**src/sv/mscs_pkg.sv**
```systemverilog
package mscs_pkg;

  localparam int ValueBits = 16;
  localparam int CoordBits = 16;
  localparam int FracBits = 16;
  localparam int NumBits = ValueBits + 1;
  localparam int DivSteps = FracBits;
  localparam int MulBits = CoordBits + FracBits + 1;

  localparam logic [1:0] EDGE_BOTTOM = 2'd0;
  localparam logic [1:0] EDGE_RIGHT = 2'd1;
  localparam logic [1:0] EDGE_TOP = 2'd2;
  localparam logic [1:0] EDGE_LEFT = 2'd3;

  typedef struct packed {
    logic signed [ValueBits-1:0] corner_low_left;
    logic signed [ValueBits-1:0] corner_low_right;
    logic signed [ValueBits-1:0] corner_high_right;
    logic signed [ValueBits-1:0] corner_high_left;
    logic [CoordBits-1:0] x_left;
    logic [CoordBits-1:0] x_right;
    logic [CoordBits-1:0] y_bottom;
    logic [CoordBits-1:0] y_top;
  } cell_t;

  typedef struct packed {
    logic [CoordBits-1:0] start_x;
    logic [CoordBits-1:0] start_y;
    logic [CoordBits-1:0] end_x;
    logic [CoordBits-1:0] end_y;
    logic [1:0] start_edge;
    logic [1:0] end_edge;
    logic [3:0] case_code;
    logic last_segment;
  } segment_t;

  // one endpoint job: numerator, denominator, blend bounds, fixed coordinate
  typedef struct packed {
    logic [NumBits-1:0] num;
    logic [NumBits-1:0] den;
    logic [CoordBits-1:0] from;
    logic [CoordBits-1:0] to;
    logic [CoordBits-1:0] fixed;
    logic along_y;
  } edge_job_t;

  typedef struct packed {
    logic [1:0] edge_a;
    logic [1:0] edge_b;
    logic [3:0] case_code;
    logic last_segment;
  } seg_tag_t;

  function automatic logic [1:0] seg_count(input logic [3:0] code);
    logic [1:0] r;
    case (code)
      4'd0, 4'd15: r = 2'd0;
      4'd5, 4'd10: r = 2'd2;
      default: r = 2'd1;
    endcase
    return r;
  endfunction

  // edges of segment s: {edge_a, edge_b}
  function automatic logic [3:0] seg_edges(input logic [3:0] code, input logic s);
    logic [3:0] r;
    case (code)
      4'd1: r = {EDGE_LEFT, EDGE_BOTTOM};
      4'd2: r = {EDGE_BOTTOM, EDGE_RIGHT};
      4'd3: r = {EDGE_LEFT, EDGE_RIGHT};
      4'd4: r = {EDGE_RIGHT, EDGE_TOP};
      4'd5: r = s ? {EDGE_RIGHT, EDGE_BOTTOM} : {EDGE_LEFT, EDGE_TOP};
      4'd6: r = {EDGE_BOTTOM, EDGE_TOP};
      4'd7: r = {EDGE_LEFT, EDGE_TOP};
      4'd8: r = {EDGE_TOP, EDGE_LEFT};
      4'd9: r = {EDGE_TOP, EDGE_BOTTOM};
      4'd10: r = s ? {EDGE_TOP, EDGE_RIGHT} : {EDGE_BOTTOM, EDGE_LEFT};
      4'd11: r = {EDGE_TOP, EDGE_RIGHT};
      4'd12: r = {EDGE_RIGHT, EDGE_LEFT};
      4'd13: r = {EDGE_RIGHT, EDGE_BOTTOM};
      4'd14: r = {EDGE_BOTTOM, EDGE_LEFT};
      default: r = 4'd0;
    endcase
    return r;
  endfunction

endpackage

```
**src/sv/mscs_endpoint.sv**
```systemverilog
module mscs_endpoint (
  input  logic clk,
  input  logic advance,
  input  mscs_pkg::edge_job_t job,
  output logic [mscs_pkg::CoordBits-1:0] px,
  output logic [mscs_pkg::CoordBits-1:0] py
);
  import mscs_pkg::*;

  localparam int RemBits = NumBits + 1;

  logic [RemBits-1:0] rem [DivSteps+1];
  logic [NumBits-1:0] den [DivSteps+1];
  logic [FracBits-1:0] quo [DivSteps+1];
  logic zero [DivSteps+1];
  logic [CoordBits-1:0] from [DivSteps+1];
  logic [CoordBits-1:0] to [DivSteps+1];
  logic [CoordBits-1:0] fixed [DivSteps+2];
  logic along_y [DivSteps+2];
  logic [MulBits-1:0] prod_a;
  logic [MulBits-1:0] prod_b;
  logic [FracBits-1:0] frac;
  logic [MulBits:0] sum;

  // stage 0: a quotient of one or more saturates, so start with num vs den
  always_ff @(posedge clk) begin
    if (advance) begin
      zero[0] <= (job.den == '0) || (job.num >= job.den);
      rem[0] <= {1'b0, job.num};
      den[0] <= job.den;
      quo[0] <= '0;
      from[0] <= job.from;
      to[0] <= job.to;
      fixed[0] <= job.fixed;
      along_y[0] <= job.along_y;
    end
  end

  for (genvar i = 0; i < DivSteps; i++) begin : g_div
    logic [RemBits-1:0] shifted;
    logic ge;
    assign shifted = {rem[i][RemBits-2:0], 1'b0};
    assign ge = shifted >= {1'b0, den[i]};
    always_ff @(posedge clk) begin
      if (advance) begin
        rem[i+1] <= ge ? shifted - {1'b0, den[i]} : shifted;
        quo[i+1] <= {quo[i][FracBits-2:0], ge};
        den[i+1] <= den[i];
        zero[i+1] <= zero[i];
        from[i+1] <= from[i];
        to[i+1] <= to[i];
        fixed[i+1] <= fixed[i];
        along_y[i+1] <= along_y[i];
      end
    end
  end

  // num >= den saturates; den zero never reaches a selected edge
  assign frac = zero[DivSteps] ? (den[DivSteps] == '0 ? '0 : '1) : quo[DivSteps];

  always_ff @(posedge clk) begin
    if (advance) begin
      prod_a <= MulBits'(({1'b1, {FracBits{1'b0}}}) - {1'b0, frac})
                * MulBits'(from[DivSteps]);
      prod_b <= MulBits'(frac) * MulBits'(to[DivSteps]);
      fixed[DivSteps+1] <= fixed[DivSteps];
      along_y[DivSteps+1] <= along_y[DivSteps];
    end
  end

  assign sum = {1'b0, prod_a} + {1'b0, prod_b};

  always_ff @(posedge clk) begin
    if (advance) begin
      if (along_y[DivSteps+1]) begin
        px <= fixed[DivSteps+1];
        py <= sum[FracBits +: CoordBits];
      end else begin
        px <= sum[FracBits +: CoordBits];
        py <= fixed[DivSteps+1];
      end
    end
  end

endmodule

```
**config.mk**
```make
export PLATFORM = sky130hd
export DESIGN_NAME = mscs_endpoint
export DESIGN_NICKNAME = d
export VERILOG_FILES = /design/src/sv/mscs_pkg.sv /design/src/sv/mscs_endpoint.sv
export SDC_FILE = /design/constraint.sdc
export NUM_CORES = 2
export LEC_CHECK = 0
export BUFFER_PORTS_ARGS = -buffer_cell sky130_fd_sc_hd__buf_2
export CORE_ASPECT_RATIO = 0.9
export CORE_MARGIN = 2
export CORE_UTILIZATION = 45
export DETAILED_ROUTE_END_ITERATION = 12
export GPL_TIMING_DRIVEN = 0
export SLEW_MARGIN = 20
export SYNTH_ARGS = -nofsm -noshare
export SYNTH_HDL_FRONTEND = slang
export SYNTH_SLANG_ARGS = --single-unit
```
**constraint.sdc**
```tcl
create_clock -name clk -period 16.7 [get_ports clk]
set_input_delay 1.67 -clock clk [delete_from_list [all_inputs] [get_ports clk]]
set_output_delay 1.67 -clock clk [all_outputs]
set_load 0.03 [all_outputs]
```
# Word level (Yosys, flattened, before mapping)
# Memories as Yosys holds them, arrays and structs flattened.
# Cells that the tools add are included.
# Widths: inputs -> output; s select.
[word_totals]
reg_bits = 96
latchBits = 0
ram_bits = 1734
mem_bits_ro = 0
inputBits = 85
output_inout_bits = 32
elab_cells = 74
mem_count = 8
[op_classes]
add_sub_neg = 18
mul = 2
div_mod_pow = 0
order_cmp = 17
eq_ne = 0
shift = 0
muxes = 22
n_bitwise = 0
reduce_logical = 3
[mem_list]
columns = ["memory", "words", "width", "rd", "rd_clocked_by_memory_dff", "write_ports", "line", "rtl"]
rows = [
  ["rem", 17, 18, 16, 0, 17, "mscs_endpoint.sv:12", "logic [RemBits-1:0] rem [DivSteps+1];"],
  ["den", 17, 17, 17, 0, 17, "mscs_endpoint.sv:13", "logic [NumBits-1:0] den [DivSteps+1];"],
  ["fixed", 18, 16, 18, 0, 18, "mscs_endpoint.sv:18", "logic [CoordBits-1:0] fixed [DivSteps+2];"],
  ["from", 17, 16, 17, 0, 17, "mscs_endpoint.sv:16", "logic [CoordBits-1:0] from [DivSteps+1];"],
  ["quo", 17, 16, 17, 0, 17, "mscs_endpoint.sv:14", "logic [FracBits-1:0] quo [DivSteps+1];"],
  ["to", 17, 16, 17, 0, 17, "mscs_endpoint.sv:17", "logic [CoordBits-1:0] to [DivSteps+1];"],
  ["2 more memories", "n/a", "n/a", "n/a", "n/a", "n/a", "n/a", ""],
]
[op_table]
columns = ["operator", "n"]
rows = [
  ["$ge 18x17->1", 16],
  ["$mux 18", 16],
  ["$sub 18x17->18", 16],
  ["$mux 16", 4],
  ["$logic_not 17->1", 2],
  ["$add 32x32->32", 1],
  ["$mul 16x16->32", 1],
  ["$mul 18x17->32", 1],
  ["$sub 17x16->18 const A", 1],
  ["$ge 17x17->1", 1],
  ["$mux 1", 2],
  ["$logic_or 1x1->1", 1],
]

# Logic depth before layout (Yosys ltp)
# An unclocked memory read counts as a cell.
[logic_depth]
ltp_word = 6
mapped_depth = 37
depth_no_buf = 34

# Worst setup path after synthesis
# Ideal clock, no wire load.
[synth_timing]
path_type = "register -> register"
from = "memory den[16][4] in the netlist's numbering"
to = "register prod_a[30], data pin"
setup_ps = 259
t_arrival_ps = 8495
required_ps = 16441
setup_slack_ps = 7946
path_stages_with_launch = 35
n_path_buf = 3
period_less_slack_ps = 8754
cell_sequence = "edfxtp_1 or4_1 and3b_2 and2_1 buf_4 nor2_1 clkbuf_1 inv_1 ha_1 nor4b_1 nand2_1 nor4_1 o211ai_1 a211oi_1 clkbuf_1 nand2_1 fa_1 fa_1 inv_1 fa_1 fa_1 fa_1 inv_1 fa_1 inv_1 ha_1 a21o_1 a21o_1 a21o_1 o31a_1 o21a_1 a211oi_1 o21bai_1 a41oi_1 xnor2_1"
[synth_lines]
columns = ["item", "line", "rtl"]
rows = [
  ["start: declaration", "mscs_endpoint.sv:13", ""],
  ["end signal: assignment", "mscs_endpoint.sv:63", "prod_a <= MulBits'(({1'b1, {FracBits{1'b0}}}) - {1'b0, frac})"],
  ["end: declaration", "mscs_endpoint.sv:20", "logic [MulBits-1:0] prod_a;"],
]

==> out/qor.yml <==
drt:
  vias: 47000
  drt_iter0_drc: 3893
  dr.pass1.iters: 5
  dr_wl_met2_um: 76500
  postRouteAntennaNets: 0
  top_layer_used: "met4"
  wirelength_um: 166000
  wl_met1_um: 77800
  vias_per_cell: 5.08
  detail_route.wl_per_cell_um: 17.9
  drc: 0
  met3WireLength_um: 7470
grt:
  grt_max_degree: 153
  track_usage_pct: 17.4
  overflow: 0
  antenna_found_initial: 7
  grt_pass1_vias: 47100
  grt_pass1_wl_um: 262000
power_and_ir_drop:
  power_switching_uw: 7410
  switching_share_pct: 38.4
  pwr-share-seq_pct: 31.6
  ir_drop_v: 0.000539
  internal-power_uw: 11900
  power.density_mw_per_mm2: 204
  finalPower_uw: 19300
  pwr-share-comb_pct: 48.2
  pwr-share-clk_pct: 20.2
  p_leak_uw: 0.0386
yosys:
  synth_top_area_cell: "edfxtp_1"
  synth_edf_count: 1660
  ys_ff_latch: 1660
  synthFlopType: "edfxtp_1"
  yosysUniqueCellTypes: 77
  ys_top_cells_by_area: "edfxtp_1 59%, fa_1 9.8%, ha_1 7.9%, inv_1 4.0%, nand2_1 2.1%"
  yosys_warnings: 0
  syn-cell-area_mm2: 0.0848
  synth_common_cells: "1660 x edfxtp_1, 913 x inv_1, 535 x ha_1"
  synth.net_count: 7320
  synth.most_common_cell: "edfxtp_1"
  synthArstFlopShare_pct: 0
  synth.avg_cell_area_um2: 13.5
  synth_top_area_share_pct: 58.8
  synthCells: 6283
  seq_area_frac_synth_pct: 58.8
timing:
  fin_tns_setup_ns: 0
  max_freq_ghz: 0.0895
  max-slew-margin-rel_pct: 20.1
  fin_skew_ns: 0.0332
  period_share_pct: 66.9
  fin_crit_ns: 11.17
  setup_viol: 0
  tightestPinTransition_ns: 1.19
  rsz0062_at_grt: "no"
  final_max_slew_viol_count: 0
  final-hold-violation-count: 0
cts:
  root_buffer: "clkbuf_16"
  cts_hold_buf: 0
  clk_latency_ns: 0.79
  ctsLongestPathBuffers: 3
  postCtsResizedCells: 0
  cts_setup_buffers: 0
  clock-sinks: 1660
  cts_made_buffers: 173
  cts_max_level: 4
  cts_tree: "yes"
  clk_transition_reported_paths_ns: 0.06
die:
  io_pins: 117
  die_h_um: 416
  rows: 151
  die-area_mm2: 0.192
  fp.dieW_um: 462
  core_area_mm2: 0.188
  start_util_pct: 45.2
setup_path:
  cp_top_family: "adder cells"
  crit_type: "flip-flop to flip-flop"
  reg2reg_from: "den[16][15]"
  cp_max_fo: 10
  crit_arrival_ns: 11.67
  critPathBufInv: 8
  cp-start-kind: "flip-flop"
  crit_path_end_kind: "flip-flop"
  crit_top_cell: "fa_1"
  required_ns: 17.20
  r2r-end: "prod_a[31]"
  worstRegToRegCells: 35
  critPathMaxStageDelay_ns: 0.71
  cp_slowest_cell: "a221oi_1"
  r2r_slack_ns: 5.53
layout:
  fillCellCount: 16200
  final_nets: 7625
  area_delta_synth_final_pct: 11.8
  final_util_pct: 50.5
  drive_gt1_share_pct: 8.38
min_path:
  hp-class: "flip-flop to flip-flop"
  hold-path-endpoint: "quo[4][3]"
  min-delay-start: "quo[3][2]"
  hold_path_depth: 0
run_status:
  status: "finished, final reports clean"
place:
  place_congestion: 0.879
  dp_hpwl_um: 122000
  portBuffers: 116
job:
  maxCapViolCount: 0
## kinds of logic after synthesis
kind of cell,after synthesis,share of synthesized area [%]
AND/OR/NAND/NOR,1368,7.78
multiplexers,158,2.05
adder cells (fa/ha/maj),952,17.7
AO/OA/AOI/OAI,855,6.37
flip-flops,1660,58.8
buffers and inverters,1029,4.58
XOR/XNOR,261,2.70
## worst max path at each step
stage | startpoint | to | slack (ns) | cells after the start
floorplan | den[16][4] | prod_a[30] | 7.95 | 34
global placement | advance | fixed[11][6] | -12.65 | 1
detailed placement | den[16][15] | prod_a[31] | 5.30 | 34
CTS | den[16][15] | prod_a[31] | 5.27 | 34
global route | den[16][15] | prod_a[31] | 4.83 | 34
finish | den[16][15] | prod_a[31] | 5.53 | 35
## per-stage QoR
| stage | cell area, µm² | instances | hold WS, ns | setup WS (ns) |
|---|---|---|---|---|
| final | 94800 | 9252 | 0.400 | 5.53 |
| after global routing | 94800 | 9251 | 0.410 | 4.83 |
| after CTS | 94800 | 9251 | 0.404 | 5.27 |
| after detailed placement | 89000 | 8937 | 0.405 | 5.30 |
| after global placement | 88500 | 8923 | 0.400 | -12.65 |
| after floorplan | 84800 | 6283 | 0.400 | 7.95 |
## final cells by class
| class | count | area, µm² | area share, % |
|---|---|---|---|
| inverters | 913 | 3430 | 3.62 |
| diodes | 1 | 2.50 | 0.00264 |
| clock buffers | 203 | 4510 | 4.75 |
| plain buffers | 116 | 459 | 0.485 |
| repair buffers | 130 | 981 | 1.04 |
| multi-input cells | 3594 | 31100 | 32.8 |
| clock inverters | 111 | 1300 | 1.37 |
| well taps | 2524 | 3160 | 3.33 |
| flip-flops and latches | 1660 | 49800 | 52.6 |
## sequential cells by signal (all words and copies together) (netlist names)
| name | flops |
|---|---|
| py | 16 |
| from | 272 |
| px | 16 |
| quo | 136 |
| to | 272 |
| zero | 17 |
| prod_b | 32 |
| prod_a | 32 |
| den | 289 |
| along_y | 18 |
| rem | 272 |
| fixed | 288 |
## cells in the final DEF (no fill, tap or decap), types with 12 or more instances in the layout
master / Yosys / final
clkbuf_16: 0 / 176
a31oi_1: 17 / 17
and2_1: 258 / 258
fa_1: 417 / 417
or3_1: 35 / 35
and3_1: 21 / 21
o21ai_0: 203 / 203
xor2_1: 90 / 90
inv_1: 913 / 913
o211ai_1: 15 / 15
a211oi_1: 27 / 26
o21bai_1: 23 / 23
buf_16: 0 / 14
a21o_1: 92 / 92
nand2_1: 484 / 484
edfxtp_1: 1660 / 1660
o21a_1: 73 / 73
nor4_1: 25 / 25
bufinv_16: 0 / 23
nor3_1: 71 / 71
clkinvlp_4: 0 / 12
nor2_1: 265 / 264
buf_2: 10 / 125
clkinv_2: 0 / 22
clkinv_1: 0 / 33
nand3_1: 53 / 53
mux2_2: 127 / 127
a21boi_0: 21 / 21
mux2i_1: 31 / 31
nand4_1: 37 / 37
nand2b_1: 29 / 29
o41ai_1: 16 / 16
o31ai_1: 24 / 24
ha_1: 535 / 535
or2_2: 16 / 16
xnor2_1: 171 / 171
nor2b_1: 48 / 48
clkbuf_1: 99 / 126
a21oi_1: 249 / 248
## power groups by stage
stage	clock network (µW)	logic, µW	registers (µW)
3_5_place_dp	0	9360	6190
5_1_grt	4190	10500	6160
4_1_cts	4030	9420	6110
2_1_floorplan	0	6630	6090
3_3_place_gp	0	9190	6400
6_report	3890	9310	6090
## routing by layer
metal	track usage, %	vias up
met5	0	-
met4	4.97	0
met3	2.71	247
met2	27.2	979
met1	25.3	23200
li1	-	22600
(Power assumes the default switching activity.)
